**src/rtl/core/assert_macros.svh**
```systemverilog
// ----------------------------------------------------------------------------
// Assertion macros
// Shared concurrent assertion wrappers, clocked on clk with the active-low
// synchronous reset rst_n. Defining NO_ASSERTIONS removes them all.
// ----------------------------------------------------------------------------
`ifndef ASSERT_MACROS_SVH
`define ASSERT_MACROS_SVH

`ifndef NO_ASSERTIONS

// Property checked outside reset only.
`define EFG_ASSERT(lbl, prop, msg) \
  lbl: assert property (@(posedge clk) disable iff (!rst_n) (prop)) else $error(msg);

// Property checked at every clock edge, reset included.
`define EFG_ASSERT_ALWAYS(lbl, prop, msg) \
  lbl: assert property (@(posedge clk) (prop)) else $error(msg);

`else

`define EFG_ASSERT(lbl, prop, msg)
`define EFG_ASSERT_ALWAYS(lbl, prop, msg)

`endif

`endif

```
**src/rtl/core/efg_pkg.sv**
```systemverilog
// ----------------------------------------------------------------------------
// Event flag group package
// Shared widths, defaults, operation codes, sequencer states and the control
// bundle handed to the wait-entry match unit.
// ----------------------------------------------------------------------------
`default_nettype none

package efg_pkg;

  // Default sizes of the block.
  localparam int DEF_NUM_TASKS  = 16;
  localparam int DEF_NUM_GROUPS = 8;
  localparam int DEF_FLAG_WIDTH = 32;

  // Fixed port widths.
  localparam int GROUP_ID_W = 3;
  localparam int BITS_W     = 32;
  localparam int TASK_ID_W  = 4;
  localparam int WOKEN_W    = 16;
  localparam int FLAGS_W    = 32;

  // Operation codes.
  localparam logic OP_POST = 1'b0;
  localparam logic OP_PEND = 1'b1;

  // Sequencer states.
  typedef enum logic {
    ST_IDLE,
    ST_SCAN
  } efg_state_t;

  // Controls for one wait-entry comparison.
  typedef struct packed {
    logic entry_valid;
    logic group_hit;
    logic all_mode;
  } efg_scan_t;

endpackage

`default_nettype wire

```
**src/rtl/core/efg_match.sv**
```systemverilog
// ----------------------------------------------------------------------------
// Wait-entry match unit
// Decides whether one waiting task is released by the posted flags, in either
// all-bits or any-bit mode. Shared by every step of the post scan.
// ----------------------------------------------------------------------------
`default_nettype none

module efg_match
  import efg_pkg::*;
#(
  parameter int FW = DEF_FLAG_WIDTH
) (
  input  efg_scan_t         ctl,
  input  logic [FW-1:0]     flags,
  input  logic [FW-1:0]     mask,
  output logic              hit
);

  logic [FW-1:0] common;
  logic          cond;

  // All-mode needs every awaited bit; any-mode needs at least one.
  always_comb begin
    common = flags & mask;
    cond   = ctl.all_mode ? (common == mask) : (|common);
    hit    = ctl.entry_valid && ctl.group_hit && cond;
  end

endmodule

`default_nettype wire

```
**src/rtl/core/event_flag_group_unit.sv**
```systemverilog
// ----------------------------------------------------------------------------
// Event flag group unit
// Event-flag groups with post and pend requests. A post ORs flags into a group
// and then scans the task wait entries one per cycle to wake matching tasks.
// ----------------------------------------------------------------------------
// A pend gives its result in the cycle after acceptance.
// A post scans one wait entry per cycle through the shared match unit,
// holding the last entry for a free result; input is not taken during the scan.
// A new request is taken once the result register is free or being drained.
// Synchronous active-low reset clears all group flags and wait entries and
// marks every task ready; there is no clearing pass.
`default_nettype none

`include "assert_macros.svh"

module event_flag_group_unit
  import efg_pkg::*;
#(
  parameter int NUM_TASKS  = DEF_NUM_TASKS,
  parameter int NUM_GROUPS = DEF_NUM_GROUPS,
  parameter int FLAG_WIDTH = DEF_FLAG_WIDTH
) (
  input  logic                  clk,
  input  logic                  rst_n,

  input  logic                  in_valid,
  output logic                  in_ready,
  input  logic                  in_op,
  input  logic [GROUP_ID_W-1:0] in_group_id,
  input  logic [BITS_W-1:0]     in_bits,
  input  logic                  in_mode,
  input  logic [TASK_ID_W-1:0]  in_task_id,

  output logic                  out_valid,
  input  logic                  out_ready,
  output logic                  out_satisfied,
  output logic                  out_blocked,
  output logic                  out_reschedule,
  output logic [WOKEN_W-1:0]    out_woken_tasks,
  output logic [FLAGS_W-1:0]    out_group_flags
);

  // Reachable sizes: ids and flags wider than the ports can never be used.
  localparam int NT = (NUM_TASKS < (1 << TASK_ID_W)) ? NUM_TASKS : (1 << TASK_ID_W);
  localparam int NG = (NUM_GROUPS < (1 << GROUP_ID_W)) ? NUM_GROUPS : (1 << GROUP_ID_W);
  localparam int FW = (FLAG_WIDTH < BITS_W) ? FLAG_WIDTH : BITS_W;
  localparam int IW = $clog2(NT);
  localparam int GW = (NG > 1) ? $clog2(NG) : 1;

  // Storage.
  logic [FW-1:0] flag_store_r [NG];
  logic [NT-1:0] wait_valid_r;
  logic [GW-1:0] wait_group_r [NT];
  logic [FW-1:0] wait_mask_r  [NT];
  logic [NT-1:0] ready_map_r;

  // Sequencer and scan context.
  efg_state_t    state_r, state_nxt;
  logic [IW-1:0] idx_r;
  logic [GW-1:0] grp_r;
  logic          all_mode_r;
  logic [FW-1:0] flags_r;
  logic [NT-1:0] woken_r;

  // Result register.
  logic               out_valid_r;
  logic               out_sat_r;
  logic               out_blk_r;
  logic [WOKEN_W-1:0] out_woken_r;
  logic [FLAGS_W-1:0] out_flags_r;

  // Request decode.
  logic          accept;
  logic          out_free;
  logic          grp_ok;
  logic          task_ok;
  logic [GW-1:0] gidx;
  logic [IW-1:0] tidx;
  logic [FW-1:0] req;
  logic [FW-1:0] cur_flags;
  logic [FW-1:0] post_flags;
  logic          pend_sat;
  logic [FW-1:0] pend_flags;
  logic          start_scan;
  logic          load_imm;
  logic          load_scan;
  logic          scan_last;

  // Scan step.
  efg_scan_t     scan_ctl;
  logic          scan_hit;
  logic [NT-1:0] woken_cur;

  assign out_free = !out_valid_r || out_ready;
  assign accept   = in_valid && in_ready;
  assign grp_ok   = ({1'b0, in_group_id} < (GROUP_ID_W + 1)'(NG));
  assign task_ok  = ({1'b0, in_task_id} < (TASK_ID_W + 1)'(NT));
  assign gidx     = in_group_id[GW-1:0];
  assign tidx     = in_task_id[IW-1:0];
  assign req      = in_bits[FW-1:0];

  // Flag arithmetic for the addressed group.
  always_comb begin
    cur_flags  = flag_store_r[gidx];
    post_flags = cur_flags | req;
    pend_sat   = ((cur_flags & req) == req);
    pend_flags = (pend_sat && in_mode) ? (cur_flags & ~req) : cur_flags;
  end

  // Shared comparison of the current wait entry against the posted flags.
  always_comb begin
    scan_ctl.entry_valid = wait_valid_r[idx_r];
    scan_ctl.group_hit   = (wait_group_r[idx_r] == grp_r);
    scan_ctl.all_mode    = all_mode_r;
  end

  efg_match #(
    .FW (FW)
  ) u_match (
    .ctl   (scan_ctl),
    .flags (flags_r),
    .mask  (wait_mask_r[idx_r]),
    .hit   (scan_hit)
  );

  always_comb begin
    woken_cur        = woken_r;
    woken_cur[idx_r] = woken_r[idx_r] | scan_hit;
  end

  assign scan_last = (idx_r == IW'(NT - 1));

  // Next-state logic.
  always_comb begin
    state_nxt = state_r;
    unique case (state_r)
      ST_IDLE: begin
        if (accept && (in_op == OP_POST) && grp_ok) begin
          state_nxt = ST_SCAN;
        end
      end
      ST_SCAN: begin
        if (scan_last && out_free) begin
          state_nxt = ST_IDLE;
        end
      end
      default: state_nxt = ST_IDLE;
    endcase
  end

  // Sequencer outputs.
  always_comb begin
    in_ready   = 1'b0;
    start_scan = 1'b0;
    load_imm   = 1'b0;
    load_scan  = 1'b0;
    unique case (state_r)
      ST_IDLE: begin
        in_ready   = out_free;
        start_scan = accept && (in_op == OP_POST) && grp_ok;
        load_imm   = accept && !((in_op == OP_POST) && grp_ok);
      end
      ST_SCAN: begin
        load_scan = scan_last && out_free;
      end
      default: begin
        in_ready = 1'b0;
      end
    endcase
  end

  // Control registers and stored state with reset values.
  always_ff @(posedge clk) begin
    if (!rst_n) begin
      state_r      <= ST_IDLE;
      idx_r        <= '0;
      out_valid_r  <= 1'b0;
      wait_valid_r <= '0;
      ready_map_r  <= '1;
      for (int g = 0; g < NG; g++) begin
        flag_store_r[g] <= '0;
      end
    end else begin
      state_r <= state_nxt;

      // Result register handshake.
      if (load_imm || load_scan) begin
        out_valid_r <= 1'b1;
      end else if (out_ready) begin
        out_valid_r <= 1'b0;
      end

      // Post: merge flags, then walk the wait entries.
      if (start_scan) begin
        flag_store_r[gidx] <= post_flags;
        idx_r              <= '0;
      end else if (state_r == ST_SCAN) begin
        if (scan_hit) begin
          ready_map_r[idx_r] <= 1'b1;
        end
        if (!scan_last) begin
          idx_r <= idx_r + 1'b1;
        end else if (out_free) begin
          idx_r <= '0;
        end
      end

      // Pend: record the wait entry, then consume or block.
      if (accept && (in_op == OP_PEND) && grp_ok && task_ok) begin
        wait_valid_r[tidx] <= 1'b1;
        flag_store_r[gidx] <= pend_flags;
        if (!pend_sat) begin
          ready_map_r[tidx] <= 1'b0;
        end
      end
    end
  end

  // Payload registers.
  always_ff @(posedge clk) begin
    if (accept && (in_op == OP_PEND) && grp_ok && task_ok) begin
      wait_group_r[tidx] <= gidx;
      wait_mask_r[tidx]  <= req;
    end

    if (start_scan) begin
      grp_r      <= gidx;
      all_mode_r <= in_mode;
      flags_r    <= post_flags;
      woken_r    <= '0;
    end else if (state_r == ST_SCAN) begin
      woken_r <= woken_cur;
    end

    if (load_imm) begin
      out_woken_r <= '0;
      if (!grp_ok) begin
        out_sat_r   <= 1'b0;
        out_blk_r   <= 1'b0;
        out_flags_r <= '0;
      end else if (task_ok) begin
        out_sat_r   <= pend_sat;
        out_blk_r   <= !pend_sat;
        out_flags_r <= FLAGS_W'(pend_flags);
      end else begin
        out_sat_r   <= 1'b0;
        out_blk_r   <= 1'b0;
        out_flags_r <= FLAGS_W'(cur_flags);
      end
    end else if (load_scan) begin
      out_sat_r   <= 1'b0;
      out_blk_r   <= 1'b0;
      out_woken_r <= WOKEN_W'(woken_cur);
      out_flags_r <= FLAGS_W'(flags_r);
    end
  end

  assign out_valid       = out_valid_r;
  assign out_satisfied   = out_sat_r;
  assign out_blocked     = out_blk_r;
  assign out_reschedule  = out_blk_r;
  assign out_woken_tasks = out_woken_r;
  assign out_group_flags = out_flags_r;

  // Assertions.
  `EFG_ASSERT(a_pend_result_next, (accept && (in_op == OP_PEND)) |=> out_valid, "pend result missing")
  `EFG_ASSERT(a_sat_blk_excl, out_valid |-> !(out_satisfied && out_blocked), "satisfied and blocked")
  `EFG_ASSERT(a_woken_only_post, (out_valid && (out_woken_tasks != '0)) |-> !(out_satisfied || out_blocked), "woken on pend")
  `EFG_ASSERT(a_no_accept_scan, (state_r == ST_SCAN) |-> !in_ready, "request taken during scan")
  `EFG_ASSERT(a_reset_idle, !$past(rst_n) |-> (state_r == ST_IDLE && !out_valid_r), "not idle after reset")

endmodule

`default_nettype wire
```
**config.mk**
```make
export PLATFORM = sky130hd
export DESIGN_NAME = event_flag_group_unit
export DESIGN_NICKNAME = d
export VERILOG_FILES = /design/src/rtl/core/efg_pkg.sv /design/src/rtl/core/efg_match.sv /design/src/rtl/core/event_flag_group_unit.sv
export VERILOG_INCLUDE_DIRS = /design/src /design/src/rtl/core
export SDC_FILE = /design/constraint.sdc
export NUM_CORES = 1
export LEC_CHECK = 0
export BUFFER_PORTS_ARGS = -buffer_cell sky130_fd_sc_hd__buf_4
export CORE_UTILIZATION = 56
export CTS_BUF_LIST = sky130_fd_sc_hd__clkbuf_8 sky130_fd_sc_hd__clkbuf_16
export DETAILED_ROUTE_END_ITERATION = 8
export PLACE_DENSITY = 0.76
export SLEW_MARGIN = 25
export SYNTH_ARGS = -nofsm -noshare
export SYNTH_HDL_FRONTEND = slang
export SYNTH_SLANG_ARGS = --single-unit
```
**constraint.sdc**
```tcl
create_clock -name clk -period 4.2 [get_ports clk]
set_input_delay 0 -clock clk [delete_from_list [all_inputs] [get_ports clk]]
set_output_delay 0 -clock clk [all_outputs]
set_load 0.02 [all_outputs]
```
==> metrics <==
final hold violations=0; largest net degree at the start of global routing=51; Crit path arrival time=4.47 ns; detailed-placement wirelength estimate=76800 um; vias in the first global route=25500; prevailing post-synth register cell=edfxtp_1; via count=26000; Crit Path Max Fanout=22; root buf cell=clkbuf_16; drt total wl=123000 um; Post-Syn Instances=2600; Setup-failing EPs final=0; synthesis-to-layout area growth=14.2%; FF+latch count, synth=944; vias per cell=6.83; Top cell by count, worst path=buf_4; worst slew pin tran=1.15 ns; NumNets Final=2840; fin util=65.0%; Setup Crit Path Kind=reg2reg; max-cap viol count=0; Initial DRC Count=4036; area leader, netlist=edfxtp_1; Sequential Power Share=52.4%; initial core utilization=56.9%; WHS=0.138 ns; CP max stage delay=0.68 ns; first-pass GRT wire length=176000 um; Hold/Removal Path Class=in2reg; post-cts sizing count=0; mapped cell area=40100 um2; WP data required=4.77 ns; Synth area leaders=edfxtp_1 66%, mux4_2 8.1%, mux2i_1 3.2%; Max-slew headroom=23.2%; synthesized net count=2649; post-synth top area share=66.3%; Psw=4.62 mW; core area=70500 um2; sequential share of the synthesized area=69.2%; cell breakdown of the critical path=buf_12, mux4_2, a22oi_1, a21oi_1, or4_1, nor4_1, buf_4, a31oi_2, buf_4, o41ai_2; peak supply drop=0.385 mV; Leak Pwr=15.6 nW; FFs w/ async S/R, synth=0%; clk_skew=0.0262 ns; Total GRT Usage=33.7%; layout cells sized above 1=19.8%; GPL Wtd Cong=1.02; Tmin final=3.90 ns; number of synthesized flops with an enable pin=886; first-pass detailed-route iteration total=7; status=completed; clock-pin slew on the worst setup and hold paths=0.06 ns; fmax=0.256 GHz; Clk pwr share=40.9%; CTS tree=yes; H-tree depth=3; internal power=15.6 mW; FP Rows=97; CP top delay family=compound AO/OA/AOI/OAI gates; clock tree buffer depth=3; CP Buf/Inv Count=3; total power=20.3 mW; Die X=270 um; Filler cells=4832; initial antenna violation count=5; count of pins over their slew limit=0; Sink Count=944; crit end category=register; clk_lat worst skew=0.66 ns; Combinational Power Share=6.8%; total congestion overflow=0; Mean Syn Cell Area=15.4 um2; Routed Antenna Nets=0; Startpoint Class=register; unrepaired setup endpoints after global routing=no; die area=72700 um2; synth unique cells=80; setup_tns=0 ns; Synth Warn #=0; WL per Instance=32.3 um; I/O Buffers=97; Tcrit/Tclk final=92.8%; CP max-delay cell=dfxtp_4; Ports=98; power per cell area=442 nW/um2; DIE HEIGHT=270 um; residual DRC count=0; area of the multi-input gates=11500 um2; switching share of power=22.8%; Num CTS Buffers=93; Reg area=27800 um2
==> power by group through the flow <==
stage / Combinational, mW / Clock, mW / Sequential, mW
after floorplan: 0.723 / 0 / 10.8
after global placement: 1.26 / 0 / 10.8
after CTS: 1.33 / 8.31 / 10.6
after global routing: 1.42 / 8.67 / 10.6
after detailed placement: 1.29 / 0 / 10.8
final: 1.37 / 8.28 / 10.6
==> final cells by class <==
type | count | area share, %
Tap cell | 940 | 2.57
Antenna cell | 1 | 0.00546
Multi-Input combinational cell | 1454 | 25.0
Clock buffer | 97 | 5.25
Clock inverter | 75 | 1.38
Inverter | 39 | 0.319
Timing Repair Buffer | 259 | 4.84
Sequential cell | 944 | 60.6
==> Yosys cell counts, types with 25 or more instances <==
master	n
nand3_1	44
o22ai_1	25
a221oi_1	26
nor2_1	134
buf_2	43
a21oi_1	196
clkbuf_1	67
buf_4	35
edfxtp_1	886
mux4_2	144
a22oi_1	52
nand2_1	243
o21ai_0	50
nand2b_1	43
inv_1	36
dfxtp_1	58
mux2i_1	127
mux2_2	26
==> sequential cells by signal, summed over array words and instances, names as in the netlist, named ones only <==
signal / cells
all_mode_r: 1
flag_store_r: 256
flags_r: 32
grp_r: 3
idx_r: 4
out_blocked: 1
out_group_flags: 32
out_satisfied: 1
out_valid: 1
out_woken_tasks: 16
state_r: 1
wait_group_r: 48
wait_mask_r: 512
wait_valid_r: 16
woken_r: 16
==> layout by cell type (no fill, tap or decap), types with 9 or more instances in the layout <==
cell type,n
nand2b_1,43
nand2_1,242
bufinv_16,9
o21ai_0,50
and2_1,15
a22o_1,17
buf_12,12
nand3b_1,15
edfxtp_1,886
a22oi_1,52
mux2_2,26
a221oi_1,26
dfxtp_1,54
o21ai_1,22
nor3b_1,16
o31ai_1,9
clkbuf_16,95
a31oi_1,11
nand3_1,44
mux2i_1,127
nor2_4,13
a21o_1,19
nand4_1,23
nor2b_1,18
nor2_1,120
nor3_1,11
a32oi_1,13
buf_4,205
and3_1,18
clkinv_2,16
o21a_1,19
a21oi_1,196
dlygate4sd3_1,41
o2111ai_1,9
clkinv_1,16
inv_1,62
mux4_2,144
o211ai_1,9
o22ai_1,25
==> repair_timing <==
item / 4_1_cts / 5_1_grt
buffers inserted: 0 / 2
hold buffers: 41 / 0
endpoints found under the setup margin: 0 / 6
hold endpoints to repair: 603 / 0
==> cell families (layout without fill, tap and decap cells) <==
kind of cell | Yosys count | after routing | synth area share, %
DFF | 944 | 944 | 69.2
AOI/OAI and AO/OA | 527 | 527 | 8.61
other | 0 | 1 | 0
muxes | 297 | 297 | 12.0
adders and majority gates | 4 | 4 | 0.125
xor gates and xnor gates | 3 | 3 | 0.0655
and+or+nand+nor | 623 | 623 | 7.43
buffers and inverters | 202 | 470 | 2.61
==> path summary, 6_finish.rpt <==
| check | from | end | slack (ns) | cells after the start |
|---|---|---|---|---|
| hold reg to reg | out_woken_tasks[3] | out_woken_tasks[3] | 0.46 | 2 |
| hold / removal | in_mode | all_mode_r | 0.14 | 2 |
| setup / recovery | register | out_woken_tasks[13] | 0.30 | 10 |
| setup reg to reg | register | out_woken_tasks[13] | 0.30 | 10 |
==> per-layer routing <==
metal	up-vias	part of all wire, %	track usage (%)
met5	-	0.024	0
met4	6	5.1	16.2
met3	385	12	7.20
met2	1850	47	53.5
met1	13100	36	44.7
li1	10700	-	-
==> through the flow <==
stage / area, um2 / worst slack, ns / cells
after floorplan: 40200 / 0.522 / 2600
after global placement: 42300 / 0.161 / 3593
after detailed placement: 42300 / 0.141 / 3593
after CTS: 45800 / 0.117 / 3806
after global routing: 45800 / 0.0946 / 3808
final: 45800 / 0.300 / 3809
==> worst register-to-register path, delay by kind of cell (launching register included) <==
family	cells	cell delay [ns]
mux	1	0.51
simple gates	2	0.79
flops	1	0.68
compound gates	4	1.12
buf+inv	3	0.70
Power figures use the tool's default switching activity.
